[config.mk]
export PLATFORM = sky130hd
export DESIGN_NAME = fixed_point_line_rasterizer
export DESIGN_NICKNAME = d
export VERILOG_FILES = /design/src/hdl/frl_pkg.sv /design/src/hdl/frl_div.sv /design/src/hdl/frl_dp.sv /design/src/hdl/frl_ctrl.sv /design/src/hdl/fixed_point_line_rasterizer.sv
export SDC_FILE = /design/constraint.sdc
export NUM_CORES = 1
export LEC_CHECK = 0
export ABC_AREA = 1
export BUFFER_PORTS_ARGS = -buffer_cell sky130_fd_sc_hd__buf_2
export CORE_MARGIN = 3
export CORE_UTILIZATION = 25
export CTS_CLUSTER_DIAMETER = 120
export DETAILED_ROUTE_END_ITERATION = 10
export GPL_ROUTABILITY_DRIVEN = 0
export GPL_TIMING_DRIVEN = 0
export PLACE_DENSITY = 0.44
export SLEW_MARGIN = 20
export SYNTH_ARGS = -nofsm -noshare
export SYNTH_HDL_FRONTEND = slang
export SYNTH_SLANG_ARGS = --single-unit
[constraint.sdc]
create_clock -name clk -period 8 [get_ports clk]
set_input_delay 0.8 -clock clk [delete_from_list [all_inputs] [get_ports clk]]
set_output_delay 0.8 -clock clk [all_outputs]
set_load 0.01 [all_outputs]
[src/hdl/frl_pkg.sv]
`timescale 1ns / 1ps

package frl_pkg;

  // Fixed field widths of the pixel stream and the frame registers
  localparam int FRAME_BITS    = 12;
  localparam int ADDR_BITS     = 22;
  localparam int COLOR_BITS    = 24;
  localparam int CFG_ADDR_BITS = 4;

  // Reset value of both frame size registers
  localparam logic [FRAME_BITS-1:0] FRAME_SIZE_RESET = FRAME_BITS'(600);

  // Configuration register indexes
  localparam logic [CFG_ADDR_BITS-1:0] REG_FRAME_WIDTH  = CFG_ADDR_BITS'(0);
  localparam logic [CFG_ADDR_BITS-1:0] REG_FRAME_HEIGHT = CFG_ADDR_BITS'(1);

  // Input item opcodes
  localparam logic OP_LOAD = 1'b0;
  localparam logic OP_STEP = 1'b1;

  // Commands from the controller to the datapath
  typedef struct packed {
    logic load;   // latch a new line and start the slope divide
    logic step;   // emit the current pixel and advance
  } frl_cmd_t;

  // Status from the datapath to the controller
  typedef struct packed {
    logic div_done;    // slope is ready, line may start stepping
    logic last_pixel;  // current pixel is the final one of the line
    logic out_room;    // output register can take a pixel this cycle
  } frl_status_t;

endpackage

[src/hdl/frl_div.sv]
`timescale 1ns / 1ps

// Restoring divider for the line slope: quo = (num << FRAC_BITS) / den.
// num <= den always holds, so the quotient has FRAC_BITS+1 bits and one
// quotient bit is produced per cycle. A zero divisor gives a zero quotient.
module frl_div #(
  parameter int NUM_BITS  = 12,
  parameter int FRAC_BITS = 16
) (
  input  logic                 clk,
  input  logic                 rst_n,
  input  logic                 start,
  input  logic [NUM_BITS-1:0]  num,
  input  logic [NUM_BITS-1:0]  den,
  output logic                 done,
  output logic [FRAC_BITS:0]   quo
);

  localparam int CNT_W = $clog2(FRAC_BITS + 1);

  logic [NUM_BITS:0]   rem_r, rem_nxt;
  logic [NUM_BITS-1:0] den_r;
  logic [FRAC_BITS:0]  quo_r, quo_nxt;
  logic [CNT_W-1:0]    cnt_r, cnt_nxt;
  logic                busy_r, busy_nxt;
  logic                done_r, done_nxt;

  logic                ge;
  logic [NUM_BITS:0]   diff;
  logic [NUM_BITS:0]   kept;

  // One trial subtract per cycle
  assign ge   = (den_r != '0) && (rem_r >= {1'b0, den_r});
  assign diff = rem_r - {1'b0, den_r};
  assign kept = ge ? diff : rem_r;

  always_comb begin
    rem_nxt  = rem_r;
    quo_nxt  = quo_r;
    cnt_nxt  = cnt_r;
    busy_nxt = busy_r;
    done_nxt = 1'b0;
    if (start) begin
      rem_nxt  = {1'b0, num};
      quo_nxt  = '0;
      cnt_nxt  = CNT_W'(FRAC_BITS);
      busy_nxt = 1'b1;
    end else if (busy_r) begin
      // remainder stays below den, so the shifted value fits
      rem_nxt = {kept[NUM_BITS-1:0], 1'b0};
      quo_nxt = {quo_r[FRAC_BITS-1:0], ge};
      cnt_nxt = cnt_r - CNT_W'(1);
      if (cnt_r == '0) begin
        busy_nxt = 1'b0;
        done_nxt = 1'b1;
      end
    end
  end

  always_ff @(posedge clk) begin
    if (!rst_n) begin
      busy_r <= 1'b0;
      done_r <= 1'b0;
      cnt_r  <= '0;
    end else begin
      busy_r <= busy_nxt;
      done_r <= done_nxt;
      cnt_r  <= cnt_nxt;
    end
  end

  always_ff @(posedge clk) begin
    rem_r <= rem_nxt;
    quo_r <= quo_nxt;
    if (start) begin
      den_r <= den;
    end
  end

  assign done = done_r;
  assign quo  = quo_r;

endmodule

[src/hdl/frl_dp.sv]
`timescale 1ns / 1ps

// Line datapath: endpoint setup, slope divider, DDA stepping, pixel
// address and clipping, the output register and the frame registers.
module frl_dp #(
  parameter int COORD_BITS = 12,
  parameter int FRAC_BITS  = 16
) (
  input  logic                                clk,
  input  logic                                rst_n,
  input  frl_pkg::frl_cmd_t                   cmd,
  output frl_pkg::frl_status_t                status,
  // line endpoints and color, used on load
  input  logic [COORD_BITS-1:0]               x_start,
  input  logic [COORD_BITS-1:0]               y_start,
  input  logic [COORD_BITS-1:0]               x_end,
  input  logic [COORD_BITS-1:0]               y_end,
  input  logic [frl_pkg::COLOR_BITS-1:0]      line_color,
  // frame register writes
  input  logic                                cfg_we,
  input  logic [frl_pkg::CFG_ADDR_BITS-1:0]   cfg_addr,
  input  logic [frl_pkg::FRAME_BITS-1:0]      cfg_data,
  // pixel result
  input  logic                                out_ready,
  output logic                                out_valid,
  output logic [COORD_BITS-1:0]               pixel_x,
  output logic [COORD_BITS-1:0]               pixel_y,
  output logic [frl_pkg::ADDR_BITS-1:0]       pixel_addr,
  output logic [frl_pkg::COLOR_BITS-1:0]      pixel_color,
  output logic                                on_screen,
  output logic                                last
);

  localparam int C     = COORD_BITS;
  localparam int ACC_W = COORD_BITS + FRAC_BITS;
  localparam int FB    = frl_pkg::FRAME_BITS;
  localparam int CMP_W = (COORD_BITS > frl_pkg::FRAME_BITS) ? COORD_BITS
                                                           : frl_pkg::FRAME_BITS;

  // Frame registers
  logic [FB-1:0] frame_width_r, frame_height_r;

  always_ff @(posedge clk) begin
    if (!rst_n) begin
      frame_width_r  <= frl_pkg::FRAME_SIZE_RESET;
      frame_height_r <= frl_pkg::FRAME_SIZE_RESET;
    end else if (cfg_we) begin
      case (cfg_addr)
        frl_pkg::REG_FRAME_WIDTH:  frame_width_r  <= cfg_data;
        frl_pkg::REG_FRAME_HEIGHT: frame_height_r <= cfg_data;
        default: ;
      endcase
    end
  end

  // Line setup: deltas, major axis, length
  logic [C:0]   dx, dy;
  logic [C-1:0] x_len, y_len, major_len, minor_mag;
  logic         x_major;

  assign dx      = {x_end[C-1], x_end} - {x_start[C-1], x_start};
  assign dy      = {y_end[C-1], y_end} - {y_start[C-1], y_start};
  assign x_len   = dx[C] ? C'(-dx) : dx[C-1:0];
  assign y_len   = dy[C] ? C'(-dy) : dy[C-1:0];
  assign x_major = (x_len >= y_len);
  assign major_len = x_major ? x_len : y_len;
  assign minor_mag = x_major ? y_len : x_len;

  // Slope divider
  logic             div_done;
  logic [FRAC_BITS:0] div_quo;

  frl_div #(
    .NUM_BITS  (COORD_BITS),
    .FRAC_BITS (FRAC_BITS)
  ) u_div (
    .clk   (clk),
    .rst_n (rst_n),
    .start (cmd.load),
    .num   (minor_mag),
    .den   (major_len),
    .done  (div_done),
    .quo   (div_quo)
  );

  // Line state
  logic             x_major_r;
  logic             major_neg_r;
  logic             slope_neg_r;
  logic [C-1:0]     major_pos_r;
  logic [ACC_W-1:0] acc_r;
  logic [ACC_W-1:0] slope_r;
  logic [C:0]       pixels_left_r;
  logic [frl_pkg::COLOR_BITS-1:0] color_r;

  always_ff @(posedge clk) begin
    if (cmd.load) begin
      x_major_r     <= x_major;
      major_neg_r   <= x_major ? dx[C] : dy[C];
      slope_neg_r   <= x_major ? dy[C] : dx[C];
      major_pos_r   <= x_major ? x_start : y_start;
      acc_r         <= {(x_major ? y_start : x_start), {FRAC_BITS{1'b0}}};
      pixels_left_r <= {1'b0, major_len} + (C+1)'(1);
      color_r       <= line_color;
    end else if (cmd.step) begin
      major_pos_r   <= major_pos_r + {{(C-1){major_neg_r}}, 1'b1};
      acc_r         <= acc_r + slope_r;
      pixels_left_r <= pixels_left_r - (C+1)'(1);
    end
    if (div_done) begin
      slope_r <= slope_neg_r ? ACC_W'(-ACC_W'(div_quo)) : ACC_W'(div_quo);
    end
  end

  // Current pixel: minor coordinate is the floored accumulator
  logic [C-1:0]     minor_pos, px, py;
  logic             vis;
  logic [FB+C-1:0]  row_base;
  logic [frl_pkg::ADDR_BITS-1:0] addr;

  assign minor_pos = acc_r[ACC_W-1:FRAC_BITS];
  assign px        = x_major_r ? major_pos_r : minor_pos;
  assign py        = x_major_r ? minor_pos : major_pos_r;
  assign vis       = !px[C-1] && !py[C-1] &&
                     (CMP_W'(px) < CMP_W'(frame_width_r)) &&
                     (CMP_W'(py) < CMP_W'(frame_height_r));
  assign row_base  = frame_width_r * py;
  assign addr      = frl_pkg::ADDR_BITS'(row_base) + frl_pkg::ADDR_BITS'(px);

  // Output register
  logic out_valid_r;

  always_ff @(posedge clk) begin
    if (!rst_n) begin
      out_valid_r <= 1'b0;
    end else if (cmd.step) begin
      out_valid_r <= 1'b1;
    end else if (out_ready) begin
      out_valid_r <= 1'b0;
    end
  end

  always_ff @(posedge clk) begin
    if (cmd.step) begin
      pixel_x     <= px;
      pixel_y     <= py;
      pixel_addr  <= vis ? addr : '0;
      pixel_color <= color_r;
      on_screen   <= vis;
      last        <= (pixels_left_r <= (C+1)'(1));
    end
  end

  assign out_valid         = out_valid_r;
  assign status.div_done   = div_done;
  assign status.last_pixel = (pixels_left_r <= (C+1)'(1));
  assign status.out_room   = !out_valid_r || out_ready;

endmodule

[src/hdl/frl_ctrl.sv]
`timescale 1ns / 1ps

// Line controller: idle, slope setup, and pixel stepping.
module frl_ctrl (
  input  logic                  clk,
  input  logic                  rst_n,
  input  logic                  in_valid,
  input  logic                  in_op,
  output logic                  in_ready,
  input  frl_pkg::frl_status_t  status,
  output frl_pkg::frl_cmd_t     cmd
);

  localparam logic [1:0] ST_IDLE   = 2'd0;
  localparam logic [1:0] ST_SETUP  = 2'd1;
  localparam logic [1:0] ST_ACTIVE = 2'd2;

  logic [1:0] state_r, state_nxt;
  logic       accept;

  // Steps wait for room in the output register while a line runs
  always_comb begin
    case (state_r)
      ST_IDLE:   in_ready = 1'b1;
      ST_ACTIVE: in_ready = status.out_room;
      default:   in_ready = 1'b0;
    endcase
  end

  assign accept = in_valid && in_ready;

  always_comb begin
    state_nxt = state_r;
    cmd.load  = 1'b0;
    cmd.step  = 1'b0;
    case (state_r)
      ST_IDLE: begin
        // a step with no line is dropped
        if (accept && in_op == frl_pkg::OP_LOAD) begin
          cmd.load  = 1'b1;
          state_nxt = ST_SETUP;
        end
      end
      ST_SETUP: begin
        if (status.div_done) begin
          state_nxt = ST_ACTIVE;
        end
      end
      ST_ACTIVE: begin
        if (accept && in_op == frl_pkg::OP_LOAD) begin
          cmd.load  = 1'b1;
          state_nxt = ST_SETUP;
        end else if (accept) begin
          cmd.step = 1'b1;
          if (status.last_pixel) begin
            state_nxt = ST_IDLE;
          end
        end
      end
      default: state_nxt = ST_IDLE;
    endcase
  end

  always_ff @(posedge clk) begin
    if (!rst_n) begin
      state_r <= ST_IDLE;
    end else begin
      state_r <= state_nxt;
    end
  end

endmodule

[src/hdl/fixed_point_line_rasterizer.sv]
`timescale 1ns / 1ps
// Load item: accepted, then the slope is set up (the divider gives one quotient bit
//   a cycle, then the slope is latched) before steps are taken.
// Step item: one a cycle while a line is active and the output has room; its pixel
//   appears on the output register next cycle. Idle steps are accepted and dropped.
// Reset (rst_n low, synchronous): no line active, output empty, frame size 600x600.
module fixed_point_line_rasterizer #(
  parameter int COORD_BITS = 12,
  parameter int FRAC_BITS  = 16
) (
  input  logic                               clk,
  input  logic                               rst_n,
  // input items
  input  logic                               in_tvalid,
  output logic                               in_tready,
  // x_start, y_start, x_end, y_end, line_color from the lowest bit up
  input  logic [((4*COORD_BITS+frl_pkg::COLOR_BITS+7)/8)*8-1:0] in_tdata,
  // op
  input  logic                               in_tuser,
  // result items
  output logic                               out_tvalid,
  input  logic                               out_tready,
  // pixel_x, pixel_y, pixel_addr, pixel_color from the lowest bit up
  output logic [((2*COORD_BITS+frl_pkg::ADDR_BITS+frl_pkg::COLOR_BITS+7)/8)*8-1:0] out_tdata,
  // on_screen
  output logic                               out_tuser,
  // last
  output logic                               out_tlast,
  // configuration writes
  input  logic                               cfg_valid,
  output logic                               cfg_ready,
  input  logic [frl_pkg::CFG_ADDR_BITS-1:0]  cfg_addr,
  input  logic [frl_pkg::FRAME_BITS-1:0]     cfg_data
);

  localparam int C       = COORD_BITS;
  localparam int OUT_W   = ((2*C + frl_pkg::ADDR_BITS + frl_pkg::COLOR_BITS + 7) / 8) * 8;

  frl_pkg::frl_cmd_t    cmd;
  frl_pkg::frl_status_t status;

  logic [C-1:0]                    pixel_x, pixel_y;
  logic [frl_pkg::ADDR_BITS-1:0]   pixel_addr;
  logic [frl_pkg::COLOR_BITS-1:0]  pixel_color;

  assign cfg_ready = 1'b1;

  frl_ctrl u_ctrl (
    .clk      (clk),
    .rst_n    (rst_n),
    .in_valid (in_tvalid),
    .in_op    (in_tuser),
    .in_ready (in_tready),
    .status   (status),
    .cmd      (cmd)
  );

  frl_dp #(
    .COORD_BITS (COORD_BITS),
    .FRAC_BITS  (FRAC_BITS)
  ) u_dp (
    .clk         (clk),
    .rst_n       (rst_n),
    .cmd         (cmd),
    .status      (status),
    .x_start     (in_tdata[C-1:0]),
    .y_start     (in_tdata[2*C-1:C]),
    .x_end       (in_tdata[3*C-1:2*C]),
    .y_end       (in_tdata[4*C-1:3*C]),
    .line_color  (in_tdata[4*C+frl_pkg::COLOR_BITS-1:4*C]),
    .cfg_we      (cfg_valid && cfg_ready),
    .cfg_addr    (cfg_addr),
    .cfg_data    (cfg_data),
    .out_ready   (out_tready),
    .out_valid   (out_tvalid),
    .pixel_x     (pixel_x),
    .pixel_y     (pixel_y),
    .pixel_addr  (pixel_addr),
    .pixel_color (pixel_color),
    .on_screen   (out_tuser),
    .last        (out_tlast)
  );

  // Pack the pixel fields, zero fill to whole bytes
  assign out_tdata = OUT_W'({pixel_color, pixel_addr, pixel_y, pixel_x});

endmodule
==> summary.md, run 1 <==
| Metric | Value |
|---|---|
| Post-Route WL | 60.54 mm |
| Maximum VDD drop | 0.2177 mV |
| Max transition margin | 0.2704 |
| Post-synth cell types | 57 |
| Vias in the first global route | 16390 |
| Max-cap violation count | 0 |
| Fmax | approximately 0.13 GHz |
| Status | complete, no violations |
| CTS Sinks | between 200 and 300 |
| Critical path peak fanout | 12 |
| PortBufs | about 170 |
| GRT Overall Usage | 0.1431 |
| Worst Hold Launch | in_tdata[57] |
| Most frequent cells in the layout | 441 x nand2_1, 426 x inv_1, 188 x edfxtp_1 |
| Area Overhead vs Synth | 16.57% |
| DP Wirelength | 48.95 mm |
| Top post-synthesis cells by area | edfxtp_1 28%, fa_1 11%, ha_1 11% |
| Fin. max-slew vios | 0 |
| Worst-Skew Late Latency | 600 ps |
| DR iter-0 viols | 901 |
| Setup ws final | roughly 590 ps |
| Starting Density | 0.2532 |
| # nets final | approximately 3000 |
| CTS tree | yes |
| Crit Path Class | flop to flop |
| Post-Synthesis Cells | 2382 |
| Seq/Total Area, Yosys | 0.3491 |
| Drt pass-1 iters | 5 |
| Final worst path period share | 0.9266 |
| Largest net degree at the start of global routing | 49 |
| Die W | 289.3 µm |
| Leading area contributor after synthesis | edfxtp_1 |
| CP Data Arrival Time | 7760 ps |
| Post-synthesis average cell area | 8.426 µm² |
| Overflow after GRT | 0 |
| Clk buf depth | 3 |
| Main synth FF type | edfxtp_1 |
| Crit-path slowest cell | o21ai_0 |
| Initial antenna violation count | 3 |
| Most common library cell in the layout ignoring fill and taps | nand2_1 |
| # IOs | 171 |
| Reg clk slew, reported paths | 60 ps |
| Syn Std Cell Area | 0.02007 mm² |
| # resized after CTS | 0 |
| Slowest stage delay, CP | 640 ps |
| CP endpoint kind | flop |
| Postcts setup bufs | 0 |
| Worst EP required | 8350 ps |
| Final setup vio count | 0 |
| Worst setup path startpoint | u_dp.x_major_r$_DFFE_PP_ |
| Hold crit path type | input pin to flop |
| FF-to-FF Start | u_dp.x_major_r$_DFFE_PP_ |
| Total power draw | 7.935 mW |
| H-tree depth | 1 |
| First-pass GRT wire length | 93.29 mm |
| EDFF count, synth | around 190 |
| Fraction of layout cells with a size suffix above 1 | 0.1210 |
| Die H | 289.3 µm |
| Skew final | 32.41 ps |
| Lkg Pwr | 10.88 nW |
| PwrDens | 339.1 mW/mm² |
| Syn. warnings | 0 |
| Die ar. | approximately 0.084 mm² |
| Tmin final | ~7400 ps |
| Post-synth top area share | 0.2813 |
| Hold buffers post-CTS | 0 |
| WL per Instance | 16.52 µm |
| Post-route ant nets | 0 |
| # DRC | 0 |
| CTS buffer count | 30 |
| Fin. Hold Viols | 0 |
| Yosys reg bits | 256 |
| Final setup TNS | 0 ps |
| Worst Tran Pin Value | 1083 ps |
| Worst setup SP type | flop |
| Core ar. | 0.07926 mm² |
| Layout fillers | 8455 |
| Final Cell Area | 0.02340 mm² |
| Pre-CTS setup slack | 327.4 ps |
| CTS Root Buffer Type | clkbuf_16 |
| Vias per cell | 4.465 |
| Via count | roughly 16000 |
| Worst path most repeated cell | nand2_1 |
| RSZ-0062 raised after global routing | no |
| Instance area at placement | 0.02237 mm² |
| Synth async-reset ratio | 0 |
| # rows | 103 |
-- routing by layer --
layer,vias to the layer above,track usage,share of wire
li1,8178,-,-
met1,7750,0.1939,0.46
met2,366,0.2440,0.48
met3,69,0.01353,0.043
met4,0,0.03755,0.021
met5,-,0,0
-- path summary, 6_finish.rpt --
| kind | to | slack (ps) | cells past startpoint |
|---|---|---|---|
| hold / removal | u_dp.color_r[9]$_DFFE_PP_ | 370 | 1 |
| setup / recovery | u_dp.pixel_addr[21]$_SDFFCE_PN0P_ | 590 | 29 |
| setup reg to reg | u_dp.pixel_addr[21]$_SDFFCE_PN0P_ | 590 | 29 |
| hold reg to reg | u_dp.pixel_color[17]$_DFFE_PP_ | 420 | 0 |
-- cell type report --
cell class	count	area (µm²)	share of cell area
antenna	3	7.507	0.0003209
timing repair buffer	175	962.2	0.04113
tap	1050	1314	0.05615
sequential	256	7008	0.2995
clock inverter	10	75.07	0.003209
buffer	58	282.8	0.01209
clock buffer	46	934.6	0.03995
multi-input combinational	1625	11150	0.4765
inverter	442	1663	0.07107
-- metrics by stage --
stage	util	hold WS, ps	cells
after global placement	0.2805	400.6	3600
after floorplan	-	400.3	2383
after detailed placement	0.2822	404.5	3608
after CTS	0.2949	333.5	3664
final	0.2952	374.0	3665
after global routing	0.2952	343.8	3665
-- state kept, by name (all words and copies together) (netlist names), 2 cells and up --
signal               count
u_dp.u_div.cnt_r         5
u_dp.slope_r            28
u_dp.pixel_color        24
u_dp.pixel_addr         22
u_dp.acc_r              28
u_dp.u_div.rem_r        13
u_dp.pixel_x            12
u_dp.frame_width_r      12
u_dp.major_pos_r        12
u_dp.u_div.quo          17
u_dp.color_r            24
u_dp.pixels_left_r      13
u_dp.frame_height_r     12
u_dp.u_div.den_r        12
u_dp.pixel_y            12
u_ctrl.state_r           2
-- where the power goes --
group / switching [mW] / internal [mW] / leakage (nW)
combinational: 3.13 / 1.77 / 8.11
sequential: 0.0659 / 1.59 / 2.27
clock: 0.573 / 0.805 / 0.505
-- worst max-delay path, delay by kind of cell, from the launching register on --
kind	cells	cell delay, ps
flops	1	350
simple gates	12	1340
compound gates	6	1470
buf+inv	5	1100
fa+ha+maj	6	2890
-- cells by family after synthesis --
| logic type | after synthesis | share of synthesized area |
|---|---|---|
| flops | 256 | 0.3491 |
| buf+inv | 502 | 0.09706 |
| fa+ha+maj | 289 | 0.2232 |
| other cells | 2 | 0.0003742 |
| simple gates | 812 | 0.1741 |
| compound gates | 436 | 0.1191 |
| xor+xnor | 85 | 0.03709 |
-- Yosys cell counts, drive strengths merged, types with 5 or more instances --
master	instances
edfxtp	188
nor4	5
clkbuf	44
inv	434
xnor2	24
fa	115
or2	7
clkinv	8
nor3	28
o21bai	7
o21ai	188
dfxtp	68
o22ai	10
buf	16
o211ai	8
nand4	15
a22oi	16
xor2	61
nand2	480
a21oi	172
nor2	181
a31oi	8
o31ai	5
ha	174
nand3	87
Power figures use the tool's default switching activity.
==> inputs of run 2 (changes only) <==
--- a/config.mk
+++ b/config.mk
@@ -6,13 +6,14 @@
 export NUM_CORES = 1
 export LEC_CHECK = 0
 export ABC_AREA = 1
-export BUFFER_PORTS_ARGS = -buffer_cell sky130_fd_sc_hd__buf_2
+export BUFFER_PORTS_ARGS = -buffer_cell sky130_fd_sc_hd__buf_4
 export CORE_MARGIN = 3
 export CORE_UTILIZATION = 25
 export CTS_CLUSTER_DIAMETER = 120
 export DETAILED_ROUTE_END_ITERATION = 10
 export GPL_ROUTABILITY_DRIVEN = 0
 export GPL_TIMING_DRIVEN = 0
+export MAX_ROUTING_LAYER = met4
 export PLACE_DENSITY = 0.44
 export SLEW_MARGIN = 20
 export SYNTH_ARGS = -nofsm -noshare
==> run 2 against run 1 <==
Worst setup slack better by 65 ps. Sequential power hardly changed. Wire length is 1.0% higher. Die area stayed put. Clock power is 3% higher. Combinational power hardly changed. Cell area is 1.8% higher. Non-clock buffer count stayed put. Clock-buffer cell count is 5 lower. Power is 0.66% higher. Hold slack better by 20 ps. Clock skew is 20 ps lower. Highest routed layer unchanged.
==> summary.md, run 2 (synthesis results as in run 1) <==
| Metric | Value |
|---|---|
| Skew final | between 10 and 15 ps |
| RSZ-0062 raised after global routing | no |
| Most frequent cells in the layout | 441 x nand2_1, 426 x inv_1, 188 x edfxtp_1 |
| CTS Root Buffer Type | clkbuf_16 |
| Via count | 16500 |
| Status | complete, no violations |
| Pint | 4.198 mW |
| Crit path buffers/inverters | 9 |
| Worst Hold Launch | in_tdata[52] |
| Worst Reg-to-Reg Cells | 33 |
| Most common library cell in the layout ignoring fill and taps | nand2_1 |
| Final worst path period share | 0.9185 |
| FF-to-FF Start | u_dp.x_major_r$_DFFE_PP_ |
| Clock Power Share | 0.177 |
| Biggest regs | u_dp.acc_r (28), u_dp.slope_r (28) |
| Lkg Pwr | 11.03 nW |
| Core ar. | 0.07926 mm² |
| Tmin final | about 7300 ps |
| Max-cap violation count | 0 |
| Drt pass-1 iters | 5 |
| Worst path top cell family by delay | adder cells |
| Final setup vio count | 0 |
| Final setup TNS | 0 ps |
| Worst setup SP type | flop |
| Vias per cell | roughly 4.5 |
| Fmax | 0.1361 GHz |
| Slowest stage delay, CP | about 520 ps |
| First-pass GRT wire length | 94.25 mm |
| Die W | slightly below 300 µm |
| Fin Hold WS | 393.6 ps |
| Initial antenna violation count | 1 |
| Largest net degree at the start of global routing | around 50 |
| Vias in the first global route | 16461 |
| # nets final | 2972 |
| Max transition margin | 0.2559 |
| Fraction of layout cells with a size suffix above 1 | 0.1202 |
| Crit Reg-Reg Endpoint | u_dp.pixel_addr[21]$_SDFFCE_PN0P_ |
| Instance area at placement | between 0.02 and 0.025 mm² |
| Starting Density | 0.2532 |
| Maximum VDD drop | between 0.2 and 0.25 mV |
| Worst EP required | 8330 ps |
| PortBufs | 167 |
| CP endpoint kind | flop |
| # IOs | roughly 170 |
| Worst path most repeated cell | nand2_1 |
| WL per Instance | 16.70 µm |
| GRT Overall Usage | 0.1485 |
| Hold buffers post-CTS | 0 |
| Hold Crit Depth | 1 |
| Post-route ant nets | 0 |
| Comb power frac | 0.615 |
| Sw Share | 0.4745 |
| Overflow after GRT | 0 |
| CTS tree | yes |
| Crit Path Class | flop to flop |
| Seq pwr share | 0.207 |
| DR iter-0 viols | 867 |
| # rows | 103 |
| H-tree depth | 1 |
| Die H | 289.3 µm |
| P_sw | 3.790 mW |
| Worst reg2reg setup slack | 650 ps |
| Hold crit path type | input pin to flop |
| Area Overhead vs Synth | 18.67% |
| Worst-Skew Late Latency | 580 ps |
| Reg clk slew, reported paths | 60 ps |
| Final Cell Area | 0.02382 mm² |
| DP Wirelength | 49.51 mm |
| PwrDens | 335.3 mW/mm² |
| Hold EP | u_dp.color_r[4]$_DFFE_PP_ |
| # resized after CTS | 0 |
| Post-Route WL | 61.17 mm |
| Clk buf depth | 3 |
| Postcts setup bufs | 0 |
| Fin. Hold Viols | 0 |
| Die ar. | approximately 0.084 mm² |
| CTS Sinks | roughly 260 |
| CTS buffer count | 31 |
| Crit-path slowest cell | fa_1 |
| Critical path peak fanout | 11 |
| # DRC | 0 |
| Ant diodes | 0 |
| CP Data Arrival Time | roughly 7700 ps |
| Worst Tran Pin Value | 1105 ps |
| Fin. max-slew vios | 0 |
==> run 2: cell type report <==
cell class / instances / area [µm²]
Timing Repair Buffer: 175 / 1388
Fill cell: 8569 / 55440
Sequential cell: 256 / 7008
Clock inverter: 16 / 137.6
Buffer: 58 / 284.0
Multi-Input combinational cell: 1625 / 11150
Inverter: 442 / 1663
Tap cell: 1050 / 1314
Clock buffer: 41 / 874.6
==> run 2: per-layer routing <==
metal | vias up | GRT usage | routed length (µm) | part of all wire
met5 | - | - | 0 | 0
met1 | 7878 | 0.1957 | 28300 | 0.46
li1 | 8178 | - | - | -
met2 | 366 | 0.2452 | 28990 | 0.47
met3 | 78 | 0.01479 | 2537 | 0.041
met4 | 0 | 0.03667 | 1338 | 0.022
==> run 2: worst register-to-register path: cells and delay by family (launching register included) <==
family                   cells  cell delay (ps)
adder cells (fa/ha/maj)      6             2700
AND/OR/NAND/NOR             13             1600
flip-flops                   1              320
buffers and inverters        9             1670
AO/OA/AOI/OAI                5              840
==> run 2: power groups by stage <==
stage	logic [mW]	registers [mW]	clock network [mW]
after CTS	4.96	1.66	1.47
after detailed placement	4.94	1.68	0
after global routing	5.67	1.66	1.51
after floorplan	3.68	1.65	0
final	4.92	1.66	1.42
after global placement	4.88	1.68	0
==> run 2: through the flow <==
step / worst slack (ps) / utilization / std cells / power [mW]
detailed placement: 324.4 / 0.2876 / 3608 / 6.622
finish: 652.0 / 0.3005 / 3663 / 7.987
global route: 111.1 / 0.3005 / 3663 / 8.850
floorplan: 1739 / - / 2383 / 5.330
CTS: 320.7 / 0.3003 / 3665 / 8.086
global placement: -1018 / 0.2857 / 3600 / 6.565
==> run 2: worst max path at each step <==
stage	endpoint	slack, ps	depth (start not counted)	from
final	u_dp.pixel_addr[21]$_SDFFCE_PN0P_	650	33	u_dp.x_major_r$_DFFE_PP_
after global placement	u_dp.pixels_left_r[10]$_DFFE_PP_	-1020	8	out_tready
after global routing	u_dp.pixel_addr[18]$_SDFFCE_PN0P_	110	32	u_dp.x_major_r$_DFFE_PP_
after floorplan	u_dp.pixel_addr[21]$_SDFFCE_PN0P_	1740	31	u_dp.x_major_r$_DFFE_PP_
after detailed placement	u_dp.pixel_addr[21]$_SDFFCE_PN0P_	320	31	u_dp.x_major_r$_DFFE_PP_
after CTS	u_dp.pixel_addr[21]$_SDFFCE_PN0P_	320	31	u_dp.x_major_r$_DFFE_PP_
